<file path="src/hdl/dss_pkg.sv">
// ----------------------------------------------------------------------------
// dss_pkg
// shared codes and controller/datapath command and status types for the
// dual stack shared store unit
// ----------------------------------------------------------------------------
package dss_pkg;

    localparam logic [1:0] ACT_PUSH = 2'd0;
    localparam logic [1:0] ACT_POP  = 2'd1;
    localparam logic [1:0] ACT_DUMP = 2'd2;

    localparam logic [1:0] ST_OK       = 2'd0;
    localparam logic [1:0] ST_OVERFLOW = 2'd1;
    localparam logic [1:0] ST_EMPTY    = 2'd2;

    typedef struct packed {
        logic push;       // write word, bump count, ok result
        logic overflow;   // overflow result
        logic empty;      // empty result
        logic rd_start;   // latch stack, point at top, first read
        logic is_pop;     // rd_start removes the top word
        logic word_out;   // load result from read data
        logic rd_next;    // step pointer, next read
    } t_cmd;

    typedef struct packed {
        logic full;
        logic empty;
        logic last_word;
    } t_sts;

endpackage

</file>
<file path="src/hdl/dss_req_if.sv">
// ----------------------------------------------------------------------------
// dss_req_if
// request channel: valid/ready handshake with action, stack select and word
// ----------------------------------------------------------------------------
interface dss_req_if;
    logic               valid;
    logic               ready;
    logic [1:0]         action;
    logic               which_stack;
    logic signed [31:0] value;

    modport source (output valid, action, which_stack, value, input ready);
    modport sink   (input valid, action, which_stack, value, output ready);
endinterface

</file>
<file path="src/hdl/dss_rsp_if.sv">
// ----------------------------------------------------------------------------
// dss_rsp_if
// result channel: valid/ready handshake with status, word and last marker
// ----------------------------------------------------------------------------
interface dss_rsp_if;
    logic               valid;
    logic               ready;
    logic [1:0]         status;
    logic signed [31:0] data;
    logic               last;

    modport source (output valid, status, data, last, input ready);
    modport sink   (input valid, status, data, last, output ready);
endinterface

</file>
<file path="src/hdl/dss_ctrl.sv">
// ----------------------------------------------------------------------------
// dss_ctrl
// controller: decodes requests, sequences pop and dump reads, owns the
// result valid flag
// ----------------------------------------------------------------------------
module dss_ctrl (
    input  logic          i_clk,
    input  logic          i_rst_n,
    input  logic          i_req_valid,
    input  logic [1:0]    i_action,
    output logic          o_req_ready,
    output logic          o_rsp_valid,
    input  logic          i_rsp_ready,
    output dss_pkg::t_cmd o_cmd,
    input  dss_pkg::t_sts i_sts
);
    import dss_pkg::*;

    localparam logic S_IDLE   = 1'b0;
    localparam logic S_STREAM = 1'b1;

    logic r_state, n_state;
    logic r_out_valid, n_out_valid;
    logic slot_free;
    logic accept;
    logic load;

    assign slot_free   = !r_out_valid || i_rsp_ready;
    assign o_req_ready = (r_state == S_IDLE) && slot_free;
    assign accept      = o_req_ready && i_req_valid;
    assign o_rsp_valid = r_out_valid;

    always_comb begin
        o_cmd   = '0;
        n_state = r_state;
        case (r_state)
            S_IDLE: begin
                if (accept) begin
                    case (i_action)
                        ACT_PUSH: begin
                            if (i_sts.full) begin
                                o_cmd.overflow = 1'b1;
                            end else begin
                                o_cmd.push = 1'b1;
                            end
                        end
                        ACT_POP, ACT_DUMP: begin
                            if (i_sts.empty) begin
                                o_cmd.empty = 1'b1;
                            end else begin
                                o_cmd.rd_start = 1'b1;
                                o_cmd.is_pop   = (i_action == ACT_POP);
                                n_state        = S_STREAM;
                            end
                        end
                        default: begin
                        end
                    endcase
                end
            end
            S_STREAM: begin
                if (slot_free) begin
                    o_cmd.word_out = 1'b1;
                    if (i_sts.last_word) begin
                        n_state = S_IDLE;
                    end else begin
                        o_cmd.rd_next = 1'b1;
                    end
                end
            end
            default: begin
                n_state = S_IDLE;
            end
        endcase
    end

    assign load = o_cmd.push || o_cmd.overflow || o_cmd.empty || o_cmd.word_out;

    always_comb begin
        n_out_valid = r_out_valid;
        if (load) begin
            n_out_valid = 1'b1;
        end else if (i_rsp_ready) begin
            n_out_valid = 1'b0;
        end
    end

    always_ff @(posedge i_clk) begin
        if (!i_rst_n) begin
            r_state     <= S_IDLE;
            r_out_valid <= 1'b0;
        end else begin
            r_state     <= n_state;
            r_out_valid <= n_out_valid;
        end
    end

endmodule

</file>
<file path="src/hdl/dss_dpath.sv">
// ----------------------------------------------------------------------------
// dss_dpath
// datapath: shared word store, both stack counts, read pointer and the
// result register
// ----------------------------------------------------------------------------
module dss_dpath #(
    parameter int DEPTH = 16
) (
    input  logic               i_clk,
    input  logic               i_rst_n,
    input  dss_pkg::t_cmd      i_cmd,
    output dss_pkg::t_sts      o_sts,
    input  logic               i_which,
    input  logic signed [31:0] i_value,
    output logic [1:0]         o_status,
    output logic signed [31:0] o_data,
    output logic               o_last
);
    import dss_pkg::*;

    localparam int CW = $clog2(DEPTH + 1);
    localparam int AW = $clog2(DEPTH);
    localparam logic [CW-1:0] DEPTH_C = CW'(DEPTH);
    localparam logic [CW-1:0] ONE_C   = CW'(1);
    localparam logic [AW-1:0] STEP_C  = AW'(1);

    logic [31:0]   mem [DEPTH];
    logic [31:0]   r_rdata;

    logic [CW-1:0] r_lower, n_lower;
    logic [CW-1:0] r_upper, n_upper;
    logic [CW-1:0] r_remain, n_remain;
    logic [AW-1:0] r_ptr, n_ptr;
    logic          r_sel;

    logic [1:0]    r_status;
    logic [31:0]   r_data;
    logic          r_last;

    logic [CW-1:0] sel_cnt;
    logic [CW:0]   used;
    logic [AW-1:0] push_addr;
    logic [AW-1:0] top_addr;
    logic [AW-1:0] next_ptr;
    logic [AW-1:0] rd_addr;
    logic          rd_en;

    assign sel_cnt = i_which ? r_upper : r_lower;
    assign used    = {1'b0, r_lower} + {1'b0, r_upper};

    assign o_sts.full      = used >= {1'b0, DEPTH_C};
    assign o_sts.empty     = (sel_cnt == '0);
    assign o_sts.last_word = (r_remain == ONE_C);

    assign push_addr = i_which ? AW'(DEPTH_C - r_upper - ONE_C) : AW'(r_lower);
    assign top_addr  = i_which ? AW'(DEPTH_C - r_upper) : AW'(r_lower - ONE_C);
    assign next_ptr  = r_sel ? (r_ptr + STEP_C) : (r_ptr - STEP_C);
    assign rd_addr   = i_cmd.rd_start ? top_addr : next_ptr;
    assign rd_en     = i_cmd.rd_start || i_cmd.rd_next;

    always_comb begin
        n_lower  = r_lower;
        n_upper  = r_upper;
        n_remain = r_remain;
        n_ptr    = r_ptr;
        if (i_cmd.push) begin
            if (i_which) begin
                n_upper = r_upper + ONE_C;
            end else begin
                n_lower = r_lower + ONE_C;
            end
        end
        if (i_cmd.rd_start) begin
            n_ptr    = top_addr;
            n_remain = i_cmd.is_pop ? ONE_C : sel_cnt;
            if (i_cmd.is_pop) begin
                if (i_which) begin
                    n_upper = r_upper - ONE_C;
                end else begin
                    n_lower = r_lower - ONE_C;
                end
            end
        end
        if (i_cmd.rd_next) begin
            n_ptr    = next_ptr;
            n_remain = r_remain - ONE_C;
        end
    end

    always_ff @(posedge i_clk) begin
        if (!i_rst_n) begin
            r_lower  <= '0;
            r_upper  <= '0;
            r_remain <= '0;
            r_ptr    <= '0;
            r_sel    <= 1'b0;
        end else begin
            r_lower  <= n_lower;
            r_upper  <= n_upper;
            r_remain <= n_remain;
            r_ptr    <= n_ptr;
            if (i_cmd.rd_start) begin
                r_sel <= i_which;
            end
        end
    end

    always_ff @(posedge i_clk) begin
        if (i_cmd.push) begin
            mem[push_addr] <= i_value;
        end
        if (rd_en) begin
            r_rdata <= mem[rd_addr];
        end
    end

    always_ff @(posedge i_clk) begin
        if (i_cmd.push) begin
            r_status <= ST_OK;
            r_data   <= '0;
            r_last   <= 1'b1;
        end else if (i_cmd.overflow) begin
            r_status <= ST_OVERFLOW;
            r_data   <= '0;
            r_last   <= 1'b1;
        end else if (i_cmd.empty) begin
            r_status <= ST_EMPTY;
            r_data   <= '0;
            r_last   <= 1'b1;
        end else if (i_cmd.word_out) begin
            r_status <= ST_OK;
            r_data   <= r_rdata;
            r_last   <= o_sts.last_word;
        end
    end

    assign o_status = r_status;
    assign o_data   = r_data;
    assign o_last   = r_last;

endmodule

</file>
<file path="src/hdl/dual_stack_shared_store_unit.sv">
// ----------------------------------------------------------------------------
// dual_stack_shared_store_unit
// two stacks in one store: lower grows up, upper grows down
// ----------------------------------------------------------------------------
// channel  dir  fields                         handshake
// i_req    in   action, which_stack, value     valid/ready
// o_rsp    out  status, data, last             valid/ready
//
// push, refused push and empty results: result on the next cycle
// pop: the store port read is registered, then the word goes to the result register
// dump: a first read of the top word, then one word per cycle while o_rsp is taken
// reset clears both counts and the result flag; the store is not cleared
// a stalled result holds; a new request is taken once idle and the result slot frees
// ----------------------------------------------------------------------------
module dual_stack_shared_store_unit #(
    parameter int DEPTH = 16
) (
    input  logic       i_clk,
    input  logic       i_rst_n,
    dss_req_if.sink    i_req,
    dss_rsp_if.source  o_rsp
);
    import dss_pkg::*;

    t_cmd cmd;
    t_sts sts;

    dss_ctrl u_ctrl (
        .i_clk       (i_clk),
        .i_rst_n     (i_rst_n),
        .i_req_valid (i_req.valid),
        .i_action    (i_req.action),
        .o_req_ready (i_req.ready),
        .o_rsp_valid (o_rsp.valid),
        .i_rsp_ready (o_rsp.ready),
        .o_cmd       (cmd),
        .i_sts       (sts)
    );

    dss_dpath #(
        .DEPTH (DEPTH)
    ) u_dpath (
        .i_clk    (i_clk),
        .i_rst_n  (i_rst_n),
        .i_cmd    (cmd),
        .o_sts    (sts),
        .i_which  (i_req.which_stack),
        .i_value  (i_req.value),
        .o_status (o_rsp.status),
        .o_data   (o_rsp.data),
        .o_last   (o_rsp.last)
    );

endmodule

</file>
<file path="src/flat_wrapper.sv">
// flat-port wrapper written by rule: the top's interface ports become plain ports
module dual_stack_shared_store_unit_flat import dss_pkg::*;
#(
    parameter int DEPTH = 16
)
  (i_clk, i_rst_n, i_req_valid, i_req_action, i_req_which_stack, i_req_value, i_req_ready, o_rsp_valid, o_rsp_status, o_rsp_data, o_rsp_last, o_rsp_ready);
  dss_req_if i_req_i ();
  dss_rsp_if o_rsp_i ();
  input  logic i_clk;
  input  logic i_rst_n;
  input wire logic [$bits(i_req_i.valid)-1:0] i_req_valid;
  input wire logic [$bits(i_req_i.action)-1:0] i_req_action;
  input wire logic [$bits(i_req_i.which_stack)-1:0] i_req_which_stack;
  input wire logic [$bits(i_req_i.value)-1:0] i_req_value;
  output wire logic [$bits(i_req_i.ready)-1:0] i_req_ready;
  output wire logic [$bits(o_rsp_i.valid)-1:0] o_rsp_valid;
  output wire logic [$bits(o_rsp_i.status)-1:0] o_rsp_status;
  output wire logic [$bits(o_rsp_i.data)-1:0] o_rsp_data;
  output wire logic [$bits(o_rsp_i.last)-1:0] o_rsp_last;
  input wire logic [$bits(o_rsp_i.ready)-1:0] o_rsp_ready;
  assign i_req_i.valid = i_req_valid;
  assign i_req_i.action = i_req_action;
  assign i_req_i.which_stack = i_req_which_stack;
  assign i_req_i.value = i_req_value;
  assign i_req_ready = i_req_i.ready;
  assign o_rsp_valid = o_rsp_i.valid;
  assign o_rsp_status = o_rsp_i.status;
  assign o_rsp_data = o_rsp_i.data;
  assign o_rsp_last = o_rsp_i.last;
  assign o_rsp_i.ready = o_rsp_ready;
  dual_stack_shared_store_unit #(.DEPTH(DEPTH)) u_core (.i_clk(i_clk), .i_rst_n(i_rst_n), .i_req(i_req_i), .o_rsp(o_rsp_i));
endmodule
</file>
<file path="config.mk">
export PLATFORM = sky130hd
export DESIGN_NAME = dual_stack_shared_store_unit_flat
export DESIGN_NICKNAME = d
export VERILOG_FILES = /design/src/hdl/dss_pkg.sv /design/src/hdl/dss_req_if.sv /design/src/hdl/dss_rsp_if.sv /design/src/hdl/dss_ctrl.sv /design/src/hdl/dss_dpath.sv /design/src/hdl/dual_stack_shared_store_unit.sv /design/src/flat_wrapper.sv
export SDC_FILE = /design/constraint.sdc
export NUM_CORES = 1
export LEC_CHECK = 0
export BUFFER_PORTS_ARGS = -buffer_cell sky130_fd_sc_hd__buf_2
export CORE_ASPECT_RATIO = 0.5
export CORE_MARGIN = 1
export CORE_UTILIZATION = 40
export CTS_BUF_LIST = sky130_fd_sc_hd__clkbuf_4 sky130_fd_sc_hd__clkbuf_8
export DETAILED_ROUTE_END_ITERATION = 10
export PLACE_DENSITY = 0.59
export SLEW_MARGIN = 0
export SYNTH_ARGS = -nofsm -noshare
export SYNTH_HDL_FRONTEND = slang
export SYNTH_SLANG_ARGS = --single-unit
</file>
<file path="constraint.sdc">
create_clock -name i_clk -period 14.1 [get_ports i_clk]
set_clock_uncertainty 0.15 [all_clocks]
set_input_delay 0.705 -clock i_clk [delete_from_list [all_inputs] [get_ports i_clk]]
set_output_delay 0.705 -clock i_clk [all_outputs]
set_load 0.01 [all_outputs]
</file>
==> results of run 1 <==
flip-flops by register name (all words and copies together) (netlist names):
name and flops:
u_core.u_dpath.o_last 1, u_core.u_ctrl.o_rsp_valid 1, u_core.u_dpath.r_sel 1, u_core.u_dpath.r_rdata 32, u_core.u_dpath.r_upper 5, u_core.u_dpath.r_remain 5, u_core.u_ctrl.r_state 1, u_core.u_dpath.r_lower 5
u_core.u_dpath.r_ptr 4, u_core.u_dpath.mem 512, u_core.u_dpath.o_status 2, u_core.u_dpath.o_data 32
cells in the mapped netlist (all sizes together), types with 7 or more instances:
library cell / number / area (um^2)
edfxtp: 544 / 16340
nand2: 147 / 561.8
a21oi: 95 / 475.5
o22ai: 85 / 664.4
a211oi: 64 / 480.5
dfxtp: 57 / 1141
mux2i: 56 / 560.5
buf: 54 / 349.1
clkbuf: 49 / 183.9
o221ai: 44 / 447.9
o21ai: 37 / 188.9
and3: 35 / 219.0
nor3: 33 / 181.4
o32ai: 33 / 289.0
a2111o: 22 / 247.7
nand3: 18 / 95.09
nor2: 17 / 66.32
and2: 14 / 87.59
ha: 14 / 175.2
inv: 12 / 45.04
or4: 11 / 82.58
xnor2: 9 / 78.83
a21boi: 8 / 63.81
nor2b: 8 / 50.05
xor2: 7 / 61.31
per-stage QoR:
step / instances / total power [uW]
3_5_place_dp: 2302 / 2784
3_3_place_gp: 2302 / 2772
5_1_grt: 2465 / 4316
2_1_floorplan: 1523 / 2545
6_report: 2465 / 4147
4_1_cts: 2465 / 4172
critical path, stage by stage (launching register included):
cell and delay (ns):
dfxtp_1 0.58, inv_1 0.15, ha_1 0.46, a21oi_1 0.18, nand3_2 0.12, buf_4 0.45
and2_4 0.69, buf_4 0.92, mux2i_1 0.28, o32ai_1 0.11, or4_1 0.54
worst max-delay path by stage:
stage | from | endpoint | slack, ns | cells past startpoint
2_1_floorplan | i_req_action[1] | u_core.u_dpath.mem[3][0] | 8.94 | 7
3_3_place_gp | i_req_action[0] | u_core.u_dpath.r_rdata[4] | 8.99 | 12
3_5_place_dp | i_req_which_stack | u_core.u_dpath.r_rdata[16] | 8.87 | 10
4_1_cts | u_core.u_dpath.r_upper[0] | u_core.u_dpath.r_rdata[25] | 9.15 | 10
5_1_grt | u_core.u_dpath.r_upper[0] | u_core.u_dpath.r_rdata[19] | 8.89 | 10
6_report | u_core.u_dpath.r_upper[0] | u_core.u_dpath.r_rdata[25] | 9.16 | 10
per-layer routing:
metal	up-vias	wire length, um	track usage [%]
met5	-	0	0
met4	0	1074	5.370
met3	88	4650	3.455
met2	589	27530	31.11
met1	7218	28500	30.61
li1	6305	-	-
logic make-up after synthesis:
group                      after synthesis
AOI/OAI and AO/OA                      414
adders and majority gates               15
DFF                                    601
xor gates and xnor gates                16
and+or+nand+nor                        301
muxes                                   61
buffers and inverters                  115
cell type report:
cell class                      instances  area, um^2  share of cell area [%]
Timing Repair Buffer                  114       668.1                   2.505
Multi-Input combinational cell        807        5774                   21.65
Clock buffer                          124        1519                   5.695
Sequential cell                       601       17480                   65.53
Tap cell                              768       960.9                   3.603
Inverter                               12       45.04                  0.1689
Clock inverter                         39       227.7                  0.8538
report_power, final:
part | switching, uW | total [uW] | internal, uW
Sequential | 24.9 | 2040 | 2020
Clock | 678 | 1400 | 721
Combinational | 453 | 706 | 253
Total | 1160 | 4150 | 2990
==> impl_metrics.tcl, run 1 <==
set metrics [dict create \
    status "finished clean" \
    finalCritPeriodShare_pct 35.01 \
    max_freq_mhz 202.6 \
    clock-sinks 601 \
    drive_above_1_share_pct 19.39 \
    port_buffers 75 \
    cts_setup_buffers 0 \
    ys_ff_latch 601 \
    synth-simple-area-share_pct 6.359 \
    drv_cap 0 \
    cts_max_level 3 \
    clkSlewWorstSetupHoldPaths_ns 0.07 \
    synth_top_family_by_area "compound AO/OA/AOI/OAI gates" \
    synth_ff_type "edfxtp_1" \
    holdPathStages 1 \
    synth_compound_area_share_pct 13.06 \
    ios 76 \
    utilization_pct 46.09 \
    cp-start-kind "flip-flop" \
    start_util_pct 40.83 \
    post-route-cell-area_um2 26670 \
    crit_required_ns 14.33 \
    tns_ns 0 \
    core_area_um2 57870 \
    gp_congestion 0.7681 \
    layout_min_cycle_time_ns 4.936 \
    ys_warn_count 0 \
    placed_area_um2 24930 \
    final-setup-viol-count 0 \
    nNetsFinal 1679 \
    cts_tree "built" \
    grt_max_degree 66 \
    hold_end "u_core.u_dpath.mem[4][11]" \
    p_leak_uw 0.008855 \
    final_cell_mix "edfxtp_1 (544), nand2_1 (144), a21oi_1 (95), clkbuf_8 (94), buf_2 (75)" \
    r2r-start "u_core.u_dpath.r_upper[0]" \
    area_delta_synth_final_pct 12.87 \
    hold_slack_ns 0.2550 \
    r2r_end "u_core.u_dpath.r_rdata[25]" \
    path_max_fanout 62 \
    cts_resized 0 \
    hold_class "input pin to flip-flop" \
    vias 14200 \
    viasPerCell 5.761 \
    grt-ovfl-total 0 \
    detail-route-antenna-nets 0 \
    async_reset_ff_share_pct 0 \
    first_global_vias 13900 \
    die_w_um 345.7 \
    clockBufferDepth 3 \
    antenna_found_initial 0 \
    ir_drop_mv 0.07325 \
    slew_headroom_pct 23.70 \
    slew_violations 0 \
    tightest_slew_ns 1.145 \
    grt_pass1_wl_um 91580 \
    dieArea_um2 60110 \
    track_usage_pct 20.53 \
    p_per_area_nw_per_um2 155.5 \
    synth_nets 1577 \
    synth_cell_type_count 72 \
    netlist_instances 1523 \
    r2r_setup_slack_ns 9.16 \
    drt-initial-drc-count 1418 \
    cts_root_buffer "clkbuf_8" \
    synth_area_um2 23630 \
    ctsHoldBuffers 0 \
    finalHoldViolCount 0 \
    firstDrtPassIters 6 \
    num_rows 62 \
    min_from "i_req_value[11]" \
    wl_per_cell_um 25.05 \
    numCtsBuffers 89 \
    reg2regPathDepth 10 \
    synth_xor_area_share_pct 0.5930 \
    final_common_cell "edfxtp_1" \
    fin_ws_ns 9.164 \
    synth_fa_ha_area_share_pct 0.8260 \
    antenna_cells 0 \
    end_kind "flip-flop" \
    die_h_um 173.9 \
    pre_cts_ws_ns 8.866 \
    dp.final_hpwl_um 30610 \
    setup.worst_path.class "flip-flop to flip-flop" \
    fillers 5093 \
    drc 0 \
    worstPathArrival_ns 5.16 \
    synth.area.mux_share_pct 2.753 \
    avgSynthCellArea_um2 15.52 \
    synth_edf_count 544 \
    clock_latency_ns 0.67 \
    rsz0062_at_grt "no" \
    synth-seq-area-share_pct 73.96 \
    drt-total-wl_um 61750 \
]
No activity file was read; power rests on OpenSTA's default activity.
==> run 2: changes to the inputs <==
--- a/config.mk
+++ b/config.mk
@@ -5,6 +5,7 @@
 export SDC_FILE = /design/constraint.sdc
 export NUM_CORES = 1
 export LEC_CHECK = 0
+export ABC_AREA = 1
 export BUFFER_PORTS_ARGS = -buffer_cell sky130_fd_sc_hd__buf_2
 export CORE_ASPECT_RATIO = 0.5
 export CORE_MARGIN = 1
==> constraint.sdc (replaced) <==
create_clock -name i_clk -period 4.6 [get_ports i_clk]
set_clock_uncertainty 0.15 [all_clocks]
set_input_delay 0.23 -clock i_clk [delete_from_list [all_inputs] [get_ports i_clk]]
set_output_delay 0.23 -clock i_clk [all_outputs]
set_load 0.01 [all_outputs]
==> run 2 against run 1 <==
Effect of this change: register-to-register slack worse by 8.2 ns; sequential cell count unchanged; hold slack better by 0.053 ns; sequential share of layout area fell by 7.6 points; via count rose by 31%; clock power rose to 3.2 times the previous value; maximum frequency rose by 37%; utilization up 0.067 points; synthesized cell count is 73% higher; critical path type unchanged; critical endpoint is now u_core.u_dpath.r_rdata[9]; largest cell class unchanged; highest routed layer unchanged.
==> impl_metrics.tcl, run 2 <==
set metrics [dict create \
    finalCritPeriodShare_pct 78.12 \
    cts_root_buffer "clkbuf_8" \
    nNetsFinal 2798 \
    slew_headroom_pct 22.57 \
    p_switching_uw 3231 \
    drv_cap 0 \
    ir_drop_mv 0.1858 \
    grt-ovfl-total 0 \
    tightest_slew_ns 1.161 \
    viasPerCell 5.042 \
    cp-start-kind "flip-flop" \
    swShare_pct 26.83 \
    power.share.clock_pct 36.9 \
    tns_ns 0 \
    final_cell_mix "nand3_1 (629), inv_1 (558), edfxtp_1 (544), nand2_1 (520), clkbuf_8 (96)" \
    synth_cell_type_count 43 \
    max_freq_mhz 278.3 \
    synth_nets 2686 \
    yosysTopAreaCellShare_pct 61.43 \
    cts_max_level 3 \
    die_w_um 366.6 \
    netlist_instances 2632 \
    largest_register "u_core.u_dpath.mem" \
    avgSynthCellArea_um2 10.10 \
    largest_reg_flops 512 \
    finalHoldViolCount 0 \
    setup.worst_path.class "flip-flop to flip-flop" \
    final_common_cell "nand3_1" \
    detail-route-antenna-nets 0 \
    drc 0 \
    slew_violations 0 \
    p_per_area_nw_per_um2 399.5 \
    cts_resized 0 \
    dp.final_hpwl_um 35960 \
    path_max_fanout 55 \
    drive_above_1_share_pct 10.89 \
    utilization_pct 46.16 \
    seqPwrFrac_pct 50.7 \
    ys_ff_latch 601 \
    numCtsBuffers 91 \
    vias 18670 \
    hold_class "flip-flop to flip-flop" \
    p_int_uw 8814 \
    port_buffers 75 \
    clkSlewWorstSetupHoldPaths_ns 0.06 \
    synth_edf_count 544 \
    clock_latency_ns 0.68 \
    first_global_vias 17690 \
    final-setup-viol-count 0 \
    grt_max_degree 129 \
    rsz0062_at_grt "no" \
    multi_input_area_um2 6441 \
    area_delta_synth_final_pct 13.37 \
    yosysMostFrequentCell "nand3_1" \
    core_area_um2 65320 \
    cts_tree "built" \
    worstPathArrival_ns 3.87 \
    end_kind "flip-flop" \
    crit_required_ns 4.88 \
    num_rows 66 \
    async_reset_ff_share_pct 0 \
    die_h_um 184.3 \
    p_leak_uw 0.01274 \
    drt-total-wl_um 70910 \
    ys_warn_count 0 \
    firstDrtPassIters 8 \
    synth_common_cells "nand3_1 (630), inv_1 (558), edfxtp_1 (544), nand2_1 (522), buf_2 (73)" \
    fillers 6003 \
    track_usage_pct 21.26 \
    grt_pass1_wl_um 108600 \
    gp_congestion 0.8076 \
    power_frac_comb_pct 12.4 \
    regArea_um2 17480 \
    status "finished clean" \
    dieArea_um2 67580 \
    synth.area.top_cells "edfxtp_1 (61%), nand3_1 (12%), inv_1 (7.9%)" \
    ios 76 \
    layout_min_cycle_time_ns 3.594 \
    clockBufferDepth 3 \
    wl_per_cell_um 19.15 \
    start_util_pct 40.71 \
    synth-seq-area-share_pct 65.72 \
    drt-initial-drc-count 1874 \
    clock-sinks 601 \
    synth_top_area_cell "edfxtp_1" \
    synth_ff_type "edfxtp_1" \
    synth_area_um2 26590 \
    antenna_found_initial 2 \
]
[run 2: changes by cell type after synthesis, sizes merged, moves of 22 or more]
cell and delta:
o32ai -33, buf +52, nand3 +614, inv +551
mux2i -56, a211oi -61, a2111o -22, nor2 +24
a21oi -48, and3 -35, o221ai -43, nor3 -31
o22ai -83, nand2 +382
[run 2: path summary, 6_finish.rpt]
check | startpoint | endpoint | slack [ns] | cells after the start
setup / recovery | u_core.u_dpath.r_upper[0] | u_core.u_dpath.r_rdata[9] | 1.01 | 12
setup reg to reg | u_core.u_dpath.r_upper[0] | u_core.u_dpath.r_rdata[9] | 1.01 | 12
hold reg to reg | u_core.u_dpath.o_data[30] | u_core.u_dpath.o_data[30] | 0.31 | 2
hold / removal | u_core.u_dpath.o_data[30] | u_core.u_dpath.o_data[30] | 0.31 | 2
[run 2: cell type report]
cell class | count | share of cell area (%)
diodes | 1 | 0.008300
clock buffers | 129 | 5.204
clock inverters | 38 | 0.7968
inverters | 566 | 7.047
multi-input cells | 1330 | 21.36
flip-flops and latches | 601 | 57.97
well taps | 884 | 3.669
repair buffers | 154 | 3.943
[run 2: what timing repair did]
item	CTS	global route
setup buffers	0	0
hold endpoints to repair	537	0
setup endpoints to repair	0	0
hold buffers	38	0
[run 2: metal layers]
metal  track usage (%)  share of wire [%]  vias up
met3             3.484                7.4       95
li1                  -                  -     8845
met2             33.70                 46      675
met1             30.24                 45     9056
met5                 0                  0        -
met4             5.808                1.7        0
[run 2: logic make-up (layout without fill, tap and decap cells)]
logic type / Yosys count / after routing / synth area share [%]
compound gates: 96 / 96 / 2.080
xor+xnor: 9 / 9 / 0.2964
fa+ha+maj: 15 / 15 / 0.7340
buf+inv: 701 / 887 / 10.87
flops: 601 / 601 / 65.72
other cells: 0 / 1 / 0
simple gates: 1210 / 1210 / 20.30
[run 2: worst max-delay path: stages, from the launching register on]
cell and delay, ns:
dfxtp_1 0.44, inv_1 0.15, ha_1 0.23, or2_2 0.30
nand2_1 0.06, nand2_1 0.07, nand2_1 0.10, inv_1 0.08
o21ai_4 0.39, buf_4 0.79, nand3_1 0.29, nand3_1 0.15
nand2_1 0.07
[run 2: power groups by stage]
| stage | sequential [uW] | combinational (uW) | clock [uW] |
|---|---|---|---|
| floorplan | 6220 | 952 | 0 |
| global route | 6110 | 1650 | 4750 |
| finish | 6110 | 1500 | 4440 |
| global placement | 6220 | 1450 | 0 |
| CTS | 6110 | 1490 | 4520 |
| detailed placement | 6220 | 1450 | 0 |
[run 2: through the flow]
stage                     total power [uW]  hold slack, ns  area, um^2  instances  worst slack (ns)
after CTS                            12110          0.2695       30150       3702             1.061
after global routing                 12510          0.2867       30150       3703            0.8399
after floorplan                       7174          0.1789       26590       2632             1.151
after global placement                7668          0.2980       27960       3497             1.019
after detailed placement              7677          0.3033       27960       3497            0.9795
final                                12050          0.3076       30150       3703             1.006
